--- src/rtl/core/sshq_pkg.sv ---
// Shared types and constants for the smoothed speed hysteresis qualifier.
// No dependencies; used by every module of the block.
`default_nettype none

package sshq_pkg;

   localparam int POS_WIDTH_DEF   = 24;
   localparam int QUEUE_DEPTH_DEF = 2;

   localparam int SPEED_W = 25;
   localparam int ALPHA_W = 16;
   localparam int HOLD_W  = 16;

   localparam logic [SPEED_W-1:0] SPEED_MAX = {SPEED_W{1'b1}};
   localparam logic [HOLD_W-1:0]  DWELL_MAX = {HOLD_W{1'b1}};

   // distance datapath
   localparam int SQ_W   = 2 * SPEED_W + 1;
   localparam int RAD_W  = SQ_W + 1;
   localparam int ROOT_W = RAD_W / 2;
   localparam int REM_W  = ROOT_W + 1;
   localparam int ITER_W = $clog2(ROOT_W);

   // EMA datapath
   localparam int INV_W  = ALPHA_W + 1;
   localparam int PROD_W = SPEED_W + INV_W;
   localparam int ACC_W  = PROD_W + 1;

   // configuration port
   localparam int CSR_IDX_W  = 2;
   localparam int CSR_DATA_W = SPEED_W;

   localparam logic [CSR_IDX_W-1:0] CSR_ALPHA = 2'd0;
   localparam logic [CSR_IDX_W-1:0] CSR_ENTER = 2'd1;
   localparam logic [CSR_IDX_W-1:0] CSR_EXIT  = 2'd2;
   localparam logic [CSR_IDX_W-1:0] CSR_HOLD  = 2'd3;

   localparam logic [ALPHA_W-1:0] ALPHA_RST = 16'd6554;
   localparam logic [SPEED_W-1:0] ENTER_RST = 25'd64;
   localparam logic [SPEED_W-1:0] EXIT_RST  = 25'd32;
   localparam logic [HOLD_W-1:0]  HOLD_RST  = 16'd10;

   typedef struct packed {
      logic [ALPHA_W-1:0] alpha;
      logic [SPEED_W-1:0] enter_thr;
      logic [SPEED_W-1:0] exit_thr;
      logic [HOLD_W-1:0]  hold;
   } sshq_cfg_type;

   typedef struct packed {
      logic               primed;
      logic               big;
      logic [SPEED_W-1:0] dx;
      logic [SPEED_W-1:0] dy;
   } sshq_item_type;

endpackage

`default_nettype wire

--- src/rtl/core/smoothed_speed_hysteresis_qualifier.sv ---
// Smoothed speed qualifier, top level: configuration registers, front end,
// item queue and back end. Depends on sshq_pkg, sshq_front, sshq_queue, sshq_back.
//
// Usage:
//   Position samples enter through push/full with req_pos_x and req_pos_y.
//   Each sample yields one result on the rsp_ ports, read through empty/pop.
//   Registers (alpha, enter and exit thresholds, hold ticks) are written
//   through valid/ready with csr_index and csr_data; ready is always high.
//   Write them only while no transaction is in flight.
// Processing:
//   A sample is accepted and queued. The back end takes one sample at a
//   time: it squares dx and dy, then runs the square root, which produces
//   one result bit per cycle, then updates the average. A first sample goes
//   straight to the result, and a step of 2^25 or more skips the squares and
//   the root. The queue absorbs short bursts while the back end is busy.
// Reset clears the registers to their defaults, the average, state and
// dwell counter, and empties the queue and result register. When the
// receiver does not pop, the back end holds its finished result, the queue
// fills, and full rises.
`default_nettype none

module smoothed_speed_hysteresis_qualifier #(
   parameter int POS_WIDTH   = sshq_pkg::POS_WIDTH_DEF,
   parameter int QUEUE_DEPTH = sshq_pkg::QUEUE_DEPTH_DEF
) (
   input  logic                               clock,
   input  logic                               reset,
   input  logic                               push,
   output logic                               full,
   input  logic signed [POS_WIDTH-1:0]        req_pos_x,
   input  logic signed [POS_WIDTH-1:0]        req_pos_y,
   output logic                               empty,
   input  logic                               pop,
   output logic [sshq_pkg::SPEED_W-1:0]       rsp_smoothed_speed,
   output logic                               rsp_moving,
   output logic                               rsp_switched,
   output logic                               rsp_primed,
   input  logic                               valid,
   output logic                               ready,
   input  logic [sshq_pkg::CSR_IDX_W-1:0]     csr_index,
   input  logic [sshq_pkg::CSR_DATA_W-1:0]    csr_data
);
   import sshq_pkg::*;

   sshq_cfg_type   cfg_ff;
   sshq_item_type  front_item;
   sshq_item_type  q_item;
   logic           accept;
   logic           q_pop;
   logic           q_empty;

   assign ready  = 1'b1;
   assign accept = push && !full;

   always_ff @(posedge clock) begin
      if (reset) begin
         cfg_ff.alpha     <= ALPHA_RST;
         cfg_ff.enter_thr <= ENTER_RST;
         cfg_ff.exit_thr  <= EXIT_RST;
         cfg_ff.hold      <= HOLD_RST;
      end else if (valid) begin
         unique case (csr_index)
            CSR_ALPHA: cfg_ff.alpha     <= csr_data[ALPHA_W-1:0];
            CSR_ENTER: cfg_ff.enter_thr <= csr_data[SPEED_W-1:0];
            CSR_EXIT:  cfg_ff.exit_thr  <= csr_data[SPEED_W-1:0];
            CSR_HOLD:  cfg_ff.hold      <= csr_data[HOLD_W-1:0];
            default: begin
            end
         endcase
      end
   end

   sshq_front #(
      .POS_WIDTH (POS_WIDTH)
   ) u_front (
      .clock  (clock),
      .reset  (reset),
      .accept (accept),
      .pos_x  (req_pos_x),
      .pos_y  (req_pos_y),
      .item   (front_item)
   );

   sshq_queue #(
      .DEPTH (QUEUE_DEPTH)
   ) u_queue (
      .clock   (clock),
      .reset   (reset),
      .push    (accept),
      .wr_item (front_item),
      .pop     (q_pop),
      .rd_item (q_item),
      .full    (full),
      .empty   (q_empty)
   );

   sshq_back u_back (
      .clock          (clock),
      .reset          (reset),
      .cfg            (cfg_ff),
      .q_empty        (q_empty),
      .q_item         (q_item),
      .q_pop          (q_pop),
      .pop            (pop),
      .empty          (empty),
      .smoothed_speed (rsp_smoothed_speed),
      .moving         (rsp_moving),
      .switched       (rsp_switched),
      .primed         (rsp_primed)
   );

endmodule

`default_nettype wire

--- src/rtl/core/sshq_front.sv ---
// Front end: holds the previous position and turns each accepted sample
// into absolute deltas for the back end. Depends on sshq_pkg.
`default_nettype none

module sshq_front #(
   parameter int POS_WIDTH = sshq_pkg::POS_WIDTH_DEF
) (
   input  logic                          clock,
   input  logic                          reset,
   input  logic                          accept,
   input  logic signed [POS_WIDTH-1:0]   pos_x,
   input  logic signed [POS_WIDTH-1:0]   pos_y,
   output sshq_pkg::sshq_item_type       item
);
   import sshq_pkg::*;

   localparam int CMP_W = (POS_WIDTH > SPEED_W) ? POS_WIDTH : SPEED_W;

   logic                  have_prev_ff;
   logic [POS_WIDTH-1:0]  prev_x_ff;
   logic [POS_WIDTH-1:0]  prev_y_ff;
   logic [POS_WIDTH-1:0]  dx_abs;
   logic [POS_WIDTH-1:0]  dy_abs;
   logic [CMP_W-1:0]      dx_ext;
   logic [CMP_W-1:0]      dy_ext;

   function automatic logic [POS_WIDTH-1:0] abs_diff(
      input logic [POS_WIDTH-1:0] a,
      input logic [POS_WIDTH-1:0] b
   );
      logic [POS_WIDTH:0] d;
      d = {a[POS_WIDTH-1], a} - {b[POS_WIDTH-1], b};
      if (d[POS_WIDTH]) begin
         d = -d;
      end
      return d[POS_WIDTH-1:0];
   endfunction

   always_comb begin
      dx_abs      = abs_diff(pos_x, prev_x_ff);
      dy_abs      = abs_diff(pos_y, prev_y_ff);
      dx_ext      = CMP_W'(dx_abs);
      dy_ext      = CMP_W'(dy_abs);
      item.primed = have_prev_ff;
      item.big    = (dx_ext > CMP_W'(SPEED_MAX)) || (dy_ext > CMP_W'(SPEED_MAX));
      item.dx     = dx_ext[SPEED_W-1:0];
      item.dy     = dy_ext[SPEED_W-1:0];
   end

   always_ff @(posedge clock) begin
      if (reset) begin
         have_prev_ff <= 1'b0;
      end else if (accept) begin
         have_prev_ff <= 1'b1;
      end
   end

   always_ff @(posedge clock) begin
      if (accept) begin
         prev_x_ff <= pos_x;
         prev_y_ff <= pos_y;
      end
   end

endmodule

`default_nettype wire

--- src/rtl/core/sshq_queue.sv ---
// Short FIFO between front and back end, one sample item per entry.
// Depends on sshq_pkg.
`default_nettype none

module sshq_queue #(
   parameter int DEPTH = sshq_pkg::QUEUE_DEPTH_DEF
) (
   input  logic                     clock,
   input  logic                     reset,
   input  logic                     push,
   input  sshq_pkg::sshq_item_type  wr_item,
   input  logic                     pop,
   output sshq_pkg::sshq_item_type  rd_item,
   output logic                     full,
   output logic                     empty
);
   import sshq_pkg::*;

   localparam int PTR_W = (DEPTH > 1) ? $clog2(DEPTH) : 1;
   localparam int CNT_W = $clog2(DEPTH + 1);

   sshq_item_type     mem_ff [DEPTH];
   logic [PTR_W-1:0]  wr_ptr_ff;
   logic [PTR_W-1:0]  rd_ptr_ff;
   logic [CNT_W-1:0]  count_ff;
   logic              do_push;
   logic              do_pop;

   function automatic logic [PTR_W-1:0] ptr_inc(input logic [PTR_W-1:0] p);
      return (p == PTR_W'(DEPTH - 1)) ? '0 : p + 1'b1;
   endfunction

   assign full    = (count_ff == CNT_W'(DEPTH));
   assign empty   = (count_ff == '0);
   assign do_push = push && !full;
   assign do_pop  = pop && !empty;
   assign rd_item = mem_ff[rd_ptr_ff];

   always_ff @(posedge clock) begin
      if (reset) begin
         wr_ptr_ff <= '0;
         rd_ptr_ff <= '0;
         count_ff  <= '0;
      end else begin
         if (do_push) begin
            wr_ptr_ff <= ptr_inc(wr_ptr_ff);
         end
         if (do_pop) begin
            rd_ptr_ff <= ptr_inc(rd_ptr_ff);
         end
         if (do_push && !do_pop) begin
            count_ff <= count_ff + 1'b1;
         end else if (do_pop && !do_push) begin
            count_ff <= count_ff - 1'b1;
         end
      end
   end

   always_ff @(posedge clock) begin
      if (do_push) begin
         mem_ff[wr_ptr_ff] <= wr_item;
      end
   end

`ifndef ASSERT_OFF
   a_count_bound: assert property (@(posedge clock) disable iff (reset)
      count_ff <= CNT_W'(DEPTH))
      else $error("queue count exceeds depth");
`endif

endmodule

`default_nettype wire

--- src/rtl/core/sshq_back.sv ---
// Back end: squares, iterative square root, EMA update, hysteresis with
// minimum dwell, and the result register. Depends on sshq_pkg.
`default_nettype none

module sshq_back (
   input  logic                            clock,
   input  logic                            reset,
   input  sshq_pkg::sshq_cfg_type          cfg,
   input  logic                            q_empty,
   input  sshq_pkg::sshq_item_type         q_item,
   output logic                            q_pop,
   input  logic                            pop,
   output logic                            empty,
   output logic [sshq_pkg::SPEED_W-1:0]    smoothed_speed,
   output logic                            moving,
   output logic                            switched,
   output logic                            primed
);
   import sshq_pkg::*;

   localparam logic [2:0] ST_IDLE = 3'd0;
   localparam logic [2:0] ST_SQX  = 3'd1;
   localparam logic [2:0] ST_SQY  = 3'd2;
   localparam logic [2:0] ST_ROOT = 3'd3;
   localparam logic [2:0] ST_MUL1 = 3'd4;
   localparam logic [2:0] ST_MUL2 = 3'd5;
   localparam logic [2:0] ST_DONE = 3'd6;

   logic [2:0]          state_ff,    state_in;
   sshq_item_type       item_ff,     item_in;
   logic [SQ_W-1:0]     sum_ff,      sum_in;
   logic [RAD_W-1:0]    rad_ff,      rad_in;
   logic [REM_W-1:0]    rem_ff,      rem_in;
   logic [ROOT_W-1:0]   root_ff,     root_in;
   logic [ITER_W-1:0]   iter_ff,     iter_in;
   logic [SPEED_W-1:0]  raw_ff,      raw_in;
   logic [PROD_W-1:0]   prod_ff,     prod_in;
   logic [SPEED_W-1:0]  avg_ff,      avg_in;
   logic                move_ff,     move_in;
   logic [HOLD_W-1:0]   dwell_ff,    dwell_in;
   logic                out_valid_ff, out_valid_in;
   logic [SPEED_W-1:0]  out_speed_ff;
   logic                out_moving_ff;
   logic                out_switched_ff;
   logic                out_primed_ff;

   logic [SPEED_W-1:0]  mul_op;
   logic [SQ_W-2:0]     sq;
   logic [REM_W+1:0]    rem_sh;
   logic [REM_W+1:0]    trial;
   logic [REM_W+1:0]    rem_diff;
   logic                root_bit;
   logic [REM_W-1:0]    rem_step;
   logic [ROOT_W-1:0]   root_step;
   logic [INV_W-1:0]    inv_alpha;
   logic [ACC_W-1:0]    acc;
   logic [ACC_W-17:0]   acc_sh;
   logic [HOLD_W-1:0]   dwell_inc;
   logic                want;
   logic                do_switch;
   logic                out_load;
   logic                moving_in;

   assign mul_op    = (state_ff == ST_SQX) ? item_ff.dx : item_ff.dy;
   assign sq        = (SQ_W - 1)'(mul_op) * (SQ_W - 1)'(mul_op);

   assign rem_sh    = {rem_ff, rad_ff[RAD_W-1 -: 2]};
   assign trial     = {1'b0, root_ff, 2'b01};
   assign rem_diff  = rem_sh - trial;
   assign root_bit  = (rem_sh >= trial);
   assign rem_step  = root_bit ? rem_diff[REM_W-1:0] : rem_sh[REM_W-1:0];
   assign root_step = {root_ff[ROOT_W-2:0], root_bit};

   assign inv_alpha = INV_W'(1 << ALPHA_W) - INV_W'(cfg.alpha);
   assign acc       = ACC_W'(prod_ff) + ACC_W'(raw_ff) * ACC_W'(cfg.alpha)
                    + ACC_W'(1 << (ALPHA_W - 1));
   assign acc_sh    = acc[ACC_W-1:ALPHA_W];

   assign dwell_inc = (dwell_ff == DWELL_MAX) ? dwell_ff : dwell_ff + 1'b1;
   assign want      = move_ff ? (avg_ff > cfg.exit_thr) : (avg_ff > cfg.enter_thr);
   assign do_switch = item_ff.primed && (want != move_ff) && (dwell_inc >= cfg.hold);
   assign moving_in = do_switch ? want : move_ff;
   assign out_load  = (state_ff == ST_DONE) && (!out_valid_ff || pop);

   always_comb begin
      state_in     = state_ff;
      item_in      = item_ff;
      sum_in       = sum_ff;
      rad_in       = rad_ff;
      rem_in       = rem_ff;
      root_in      = root_ff;
      iter_in      = iter_ff;
      raw_in       = raw_ff;
      prod_in      = prod_ff;
      avg_in       = avg_ff;
      move_in      = move_ff;
      dwell_in     = dwell_ff;
      q_pop        = 1'b0;
      unique case (state_ff)
         ST_IDLE: begin
            if (!q_empty) begin
               q_pop   = 1'b1;
               item_in = q_item;
               if (!q_item.primed) begin
                  state_in = ST_DONE;
               end else if (q_item.big) begin
                  raw_in   = SPEED_MAX;
                  state_in = ST_MUL1;
               end else begin
                  state_in = ST_SQX;
               end
            end
         end
         ST_SQX: begin
            sum_in   = SQ_W'(sq);
            state_in = ST_SQY;
         end
         ST_SQY: begin
            rad_in   = RAD_W'(sum_ff + SQ_W'(sq));
            rem_in   = '0;
            root_in  = '0;
            iter_in  = '0;
            state_in = ST_ROOT;
         end
         ST_ROOT: begin
            rad_in  = {rad_ff[RAD_W-3:0], 2'b00};
            rem_in  = rem_step;
            root_in = root_step;
            iter_in = iter_ff + 1'b1;
            if (iter_ff == ITER_W'(ROOT_W - 1)) begin
               raw_in   = root_step[ROOT_W-1] ? SPEED_MAX : root_step[SPEED_W-1:0];
               state_in = ST_MUL1;
            end
         end
         ST_MUL1: begin
            prod_in  = PROD_W'(avg_ff) * PROD_W'(inv_alpha);
            state_in = ST_MUL2;
         end
         ST_MUL2: begin
            avg_in   = (acc_sh > (ACC_W - 16)'(SPEED_MAX)) ? SPEED_MAX
                                                          : acc_sh[SPEED_W-1:0];
            state_in = ST_DONE;
         end
         ST_DONE: begin
            if (out_load) begin
               if (item_ff.primed) begin
                  move_in  = moving_in;
                  dwell_in = do_switch ? '0 : dwell_inc;
               end
               state_in = ST_IDLE;
            end
         end
         default: begin
            state_in = ST_IDLE;
         end
      endcase
   end

   always_comb begin
      if (out_load) begin
         out_valid_in = 1'b1;
      end else if (pop) begin
         out_valid_in = 1'b0;
      end else begin
         out_valid_in = out_valid_ff;
      end
   end

   always_ff @(posedge clock) begin
      if (reset) begin
         state_ff     <= ST_IDLE;
         avg_ff       <= '0;
         move_ff      <= 1'b0;
         dwell_ff     <= '0;
         out_valid_ff <= 1'b0;
      end else begin
         state_ff     <= state_in;
         avg_ff       <= avg_in;
         move_ff      <= move_in;
         dwell_ff     <= dwell_in;
         out_valid_ff <= out_valid_in;
      end
   end

   always_ff @(posedge clock) begin
      item_ff <= item_in;
      sum_ff  <= sum_in;
      rad_ff  <= rad_in;
      rem_ff  <= rem_in;
      root_ff <= root_in;
      iter_ff <= iter_in;
      raw_ff  <= raw_in;
      prod_ff <= prod_in;
      if (out_load) begin
         out_speed_ff    <= avg_ff;
         out_moving_ff   <= moving_in;
         out_switched_ff <= do_switch;
         out_primed_ff   <= item_ff.primed;
      end
   end

   assign empty          = !out_valid_ff;
   assign smoothed_speed = out_speed_ff;
   assign moving         = out_moving_ff;
   assign switched       = out_switched_ff;
   assign primed         = out_primed_ff;

`ifndef ASSERT_OFF
   a_root_iter: assert property (@(posedge clock) disable iff (reset)
      (state_ff == ST_ROOT) |-> (iter_ff < ITER_W'(ROOT_W)))
      else $error("root iteration count out of range");
`endif

`ifndef ASSERT_OFF
   a_switch_clears_dwell: assert property (@(posedge clock) disable iff (reset)
      (out_load && do_switch) |=> (dwell_ff == '0))
      else $error("dwell not cleared on switch");
`endif

`ifndef ASSERT_OFF
   a_move_only_on_load: assert property (@(posedge clock) disable iff (reset)
      (move_ff != $past(move_ff)) |-> $past(out_load && do_switch))
      else $error("state changed without a switch transaction");
`endif

endmodule

`default_nettype wire

--- config.mk ---
export PLATFORM = sky130hd
export DESIGN_NAME = smoothed_speed_hysteresis_qualifier
export DESIGN_NICKNAME = d
export VERILOG_FILES = /design/src/rtl/core/sshq_pkg.sv /design/src/rtl/core/smoothed_speed_hysteresis_qualifier.sv /design/src/rtl/core/sshq_front.sv /design/src/rtl/core/sshq_queue.sv /design/src/rtl/core/sshq_back.sv
export SDC_FILE = /design/constraint.sdc
export NUM_CORES = 2
export LEC_CHECK = 0
export BUFFER_PORTS_ARGS = -buffer_cell sky130_fd_sc_hd__buf_4
export CAP_MARGIN = 20
export CORE_UTILIZATION = 40
export DETAILED_ROUTE_END_ITERATION = 6
export GPL_TIMING_DRIVEN = 0
export PLACE_DENSITY = 0.59
export SETUP_SLACK_MARGIN = 0.5
export SLEW_MARGIN = 10
export SYNTH_ARGS = -nofsm -noshare
export SYNTH_HDL_FRONTEND = slang
export SYNTH_SLANG_ARGS = --single-unit
--- constraint.sdc ---
create_clock -name clock -period 16.68 [get_ports clock]
set_input_delay 2.502 -clock clock [delete_from_list [all_inputs] [get_ports clock]]
set_output_delay 2.502 -clock clock [all_outputs]
set_load 0.1 [all_outputs]
==> flow_summary.json <==
{
  "drv_slew": 0,
  "path_clk_slew_ps": 60,
  "synth_flop_cell": "edfxtp_1",
  "ant_nets": 0,
  "placementRows": 156,
  "clock_path_buffers": 3,
  "rsz0062_at_grt": "no",
  "synth_cell_types": 104,
  "cpPeakStageDelay_ps": 620,
  "clk_root_buffer_cell": "clkbuf_16",
  "hp-class": "flip-flop to flip-flop",
  "dp_hpwl_um": 165200,
  "period_share_pct": 78.25,
  "cts_tree": "built",
  "synth-seq-cells": 583,
  "cts_buffers": 72,
  "io_buffers": 107,
  "dr_wl_met3_um": 14680,
  "yosys_warnings": 0,
  "crit_buf_inv": 13,
  "synth_area_per_cell_sq_um": 9.537,
  "ios": 111,
  "final_hold_viol_count": 0,
  "setup_viol": 0,
  "synth_seq_area_share_pct": 22.14,
  "wirelength_um": 201600,
  "drt-met1-wl_um": 87690,
  "tns_ps": 0,
  "status": "completed",
  "drv_cap": 0,
  "synth_fp_nets": 9512,
  "holdBufCountCts": 0,
  "met2_length_um": 93310,
  "drtPass1Iterations": 5,
  "synthToLayoutAreaGrowth_pct": 8.950,
  "cp.required_ps": 17090,
  "synth_area_sq_um": 73000,
  "synth_edf_count": 449,
  "slowest_stage": "buf_1",
  "cp_max_fo": 50,
  "drc": 0,
  "clock_sinks": 583,
  "grt_usage_pct": 22.25,
  "endpoint_kind": "flip-flop",
  "drive_gt1_share_pct": 4.905,
  "avgRoutedWirePerCell_um": 19.60,
  "finalNetCount": 9713,
  "drt_iter0_markers": 3776,
  "h-tree-depth": 3,
  "crit_type": "flip-flop to flip-flop",
  "timing.fmax_ghz": 0.07662,
  "die_h_um": 429.2,
  "vias": 52860,
  "initial_core_util_pct": 40.35,
  "gp_congestion": 0.9571,
  "dieArea_sq_um": 184200,
  "coreArea_sq_um": 180900,
  "viasPerCell": 5.139,
  "antenna_found_initial": 11,
  "cts_repair_resize_count": 0,
  "syn-instance-count": 7655,
  "fin_worst_skew_ps": 33.37,
  "grt_max_degree": 51,
  "cp.arrival_ps": 13460,
  "post_cts_buffers": 0,
  "finalCriticalPeriod_ps": 13050,
  "die_w_um": 429.2,
  "grt_pass1_wl_um": 316300,
  "clock_latency_ps": 680,
  "start_kind": "flip-flop",
  "relSlewSlack_pct": 18.02,
  "synthArstFlopShare_pct": 0,
  "grt_pass1_vias": 55200,
  "tightest_slew_ps": 1195,
  "dr.max_layer_used": "met4",
  "critPathMostFrequentCell": "inv_1",
  "grt_overflow": 0,
  "crit_family": "adder cells"
}
## cells in the mapped netlist, drive strengths merged, types with 41 or more instances
master / n / share of area (%)
inv: 1570 / 8.1
fa: 1138 / 31
nand2: 1084 / 5.6
ha: 639 / 11
edfxtp: 449 / 18
nor2: 448 / 2.3
a21oi: 321 / 2.2
and2: 261 / 2.2
clkbuf: 224 / 1.2
xnor2: 179 / 2.1
o21ai: 140 / 0.96
dfxtp: 134 / 3.7
a21o: 128 / 1.3
xor2: 106 / 1.3
nand3: 69 / 0.47
mux2: 65 / 1.0
buf: 63 / 0.36
nor3: 53 / 0.38
a211oi: 46 / 0.47
mux2i: 42 / 0.58
and3: 41 / 0.35
o21a: 41 / 0.42
## registers in the layout, summed over array words and instances (netlist names), 2 cells and up, named ones only
register and cells:
u_back.avg_ff 25, u_back.item_ff 49, u_back.smoothed_speed 25, u_back.state_ff 3, u_back.root_ff 26, u_back.raw_ff 25, u_queue.mem_ff 98, u_queue.count_ff 2
u_front.prev_y_ff 24, u_back.prod_ff 42, u_back.dwell_ff 16, u_front.prev_x_ff 24, u_back.rad_ff 52, cfg_ff 82, u_back.iter_ff 5, u_back.sum_ff 49
u_back.rem_ff 27
## area by class of cell
cell class                 instances  area (sq um)
sequential                       583         16170
fill                           17400        101400
antenna                            5         12.51
clock buffer                      86          1906
clock inverter                    43         465.4
multi-input combinational       5209         49890
buffer                           287          1110
inverter                        1576          5916
tap                             2370          2965
timing repair buffer             127          1111
## stage by stage
| stage | utilization (%) | setup WS, ps | instances | hold slack [ps] | area (sq um) |
|---|---|---|---|---|---|
| floorplan | - | 5083 | 7655 | 426.3 | 73000 |
| global placement | 42.43 | 900.4 | 10130 | 436.2 | 76770 |
| detailed placement | 42.64 | 3691 | 10150 | 448.9 | 77150 |
| CTS | 43.95 | 3666 | 10280 | 456.8 | 79530 |
| global route | 43.95 | 3024 | 10280 | 469.7 | 79530 |
| finish | 43.96 | 3628 | 10290 | 454.4 | 79540 |
## metal layers
layer | GRT usage [%] | up-vias
li1 | - | 24440
met1 | 30.14 | 26470
met2 | 36.18 | 1625
met3 | 4.205 | 323
met4 | 6.375 | 0
met5 | 0 | -
## worst register-to-register path: cells and delay by family (launching register included)
family	cells	cell delay, ps
AND/OR/NAND/NOR	7	1510
flip-flops	1	330
multiplexers	1	200
XOR/XNOR	1	320
buffers and inverters	13	2940
adder cells (fa/ha/maj)	9	4280
AO/OA/AOI/OAI	11	3220
## placed cells by master, fill, tap and decap left out, types with 15 or more instances in the layout
cell and n:
buf_1 52, a31oi_1 32, a21oi_1 321, or3_1 16
buf_4 114, nor2_1 444, fa_1 1138, o211ai_1 18
clkbuf_16 73, clkbuf_1 233, a21o_1 128, nand2_1 1084
o21ai_0 126, xnor2_1 177, xor2_1 106, ha_1 639
dfxtp_1 134, o31ai_1 20, nand4_1 38, and2_1 260
nand3_1 69, a211oi_1 46, inv_1 1568, and3_1 40
nor3_1 48, mux2i_1 40, nand3b_1 15, o21bai_1 22
o21a_1 41, nand2b_1 39, mux2_2 65, edfxtp_1 449
nor2b_1 36
## worst paths after layout
path,start,to,cells past startpoint,slack [ps]
max,u_back.state_ff[0]$_SDFFE_PP0P_,u_back.rad_ff[50]$_DFFE_PP_,42,3630
min,cfg_ff[51]$_SDFFE_PP0P_,cfg_ff[51]$_SDFFE_PP0P_,2,450
min reg2reg,cfg_ff[51]$_SDFFE_PP0P_,cfg_ff[51]$_SDFFE_PP0P_,2,450
max reg2reg,u_back.state_ff[0]$_SDFFE_PP0P_,u_back.rad_ff[50]$_DFFE_PP_,42,3630
## cell families after synthesis
group	Yosys count	share of synthesized area [%]
xor+xnor	286	3.452
mux	107	1.578
fa+ha+maj	1777	42.16
flops	583	22.14
buf+inv	1863	9.618
compound gates	873	7.713
simple gates	2165	13.33
other cells	1	0.005137
Power is left out: the tool's default activity adds up to more than one toggle a clock period on the data nets, which glitch-free logic cannot reach.
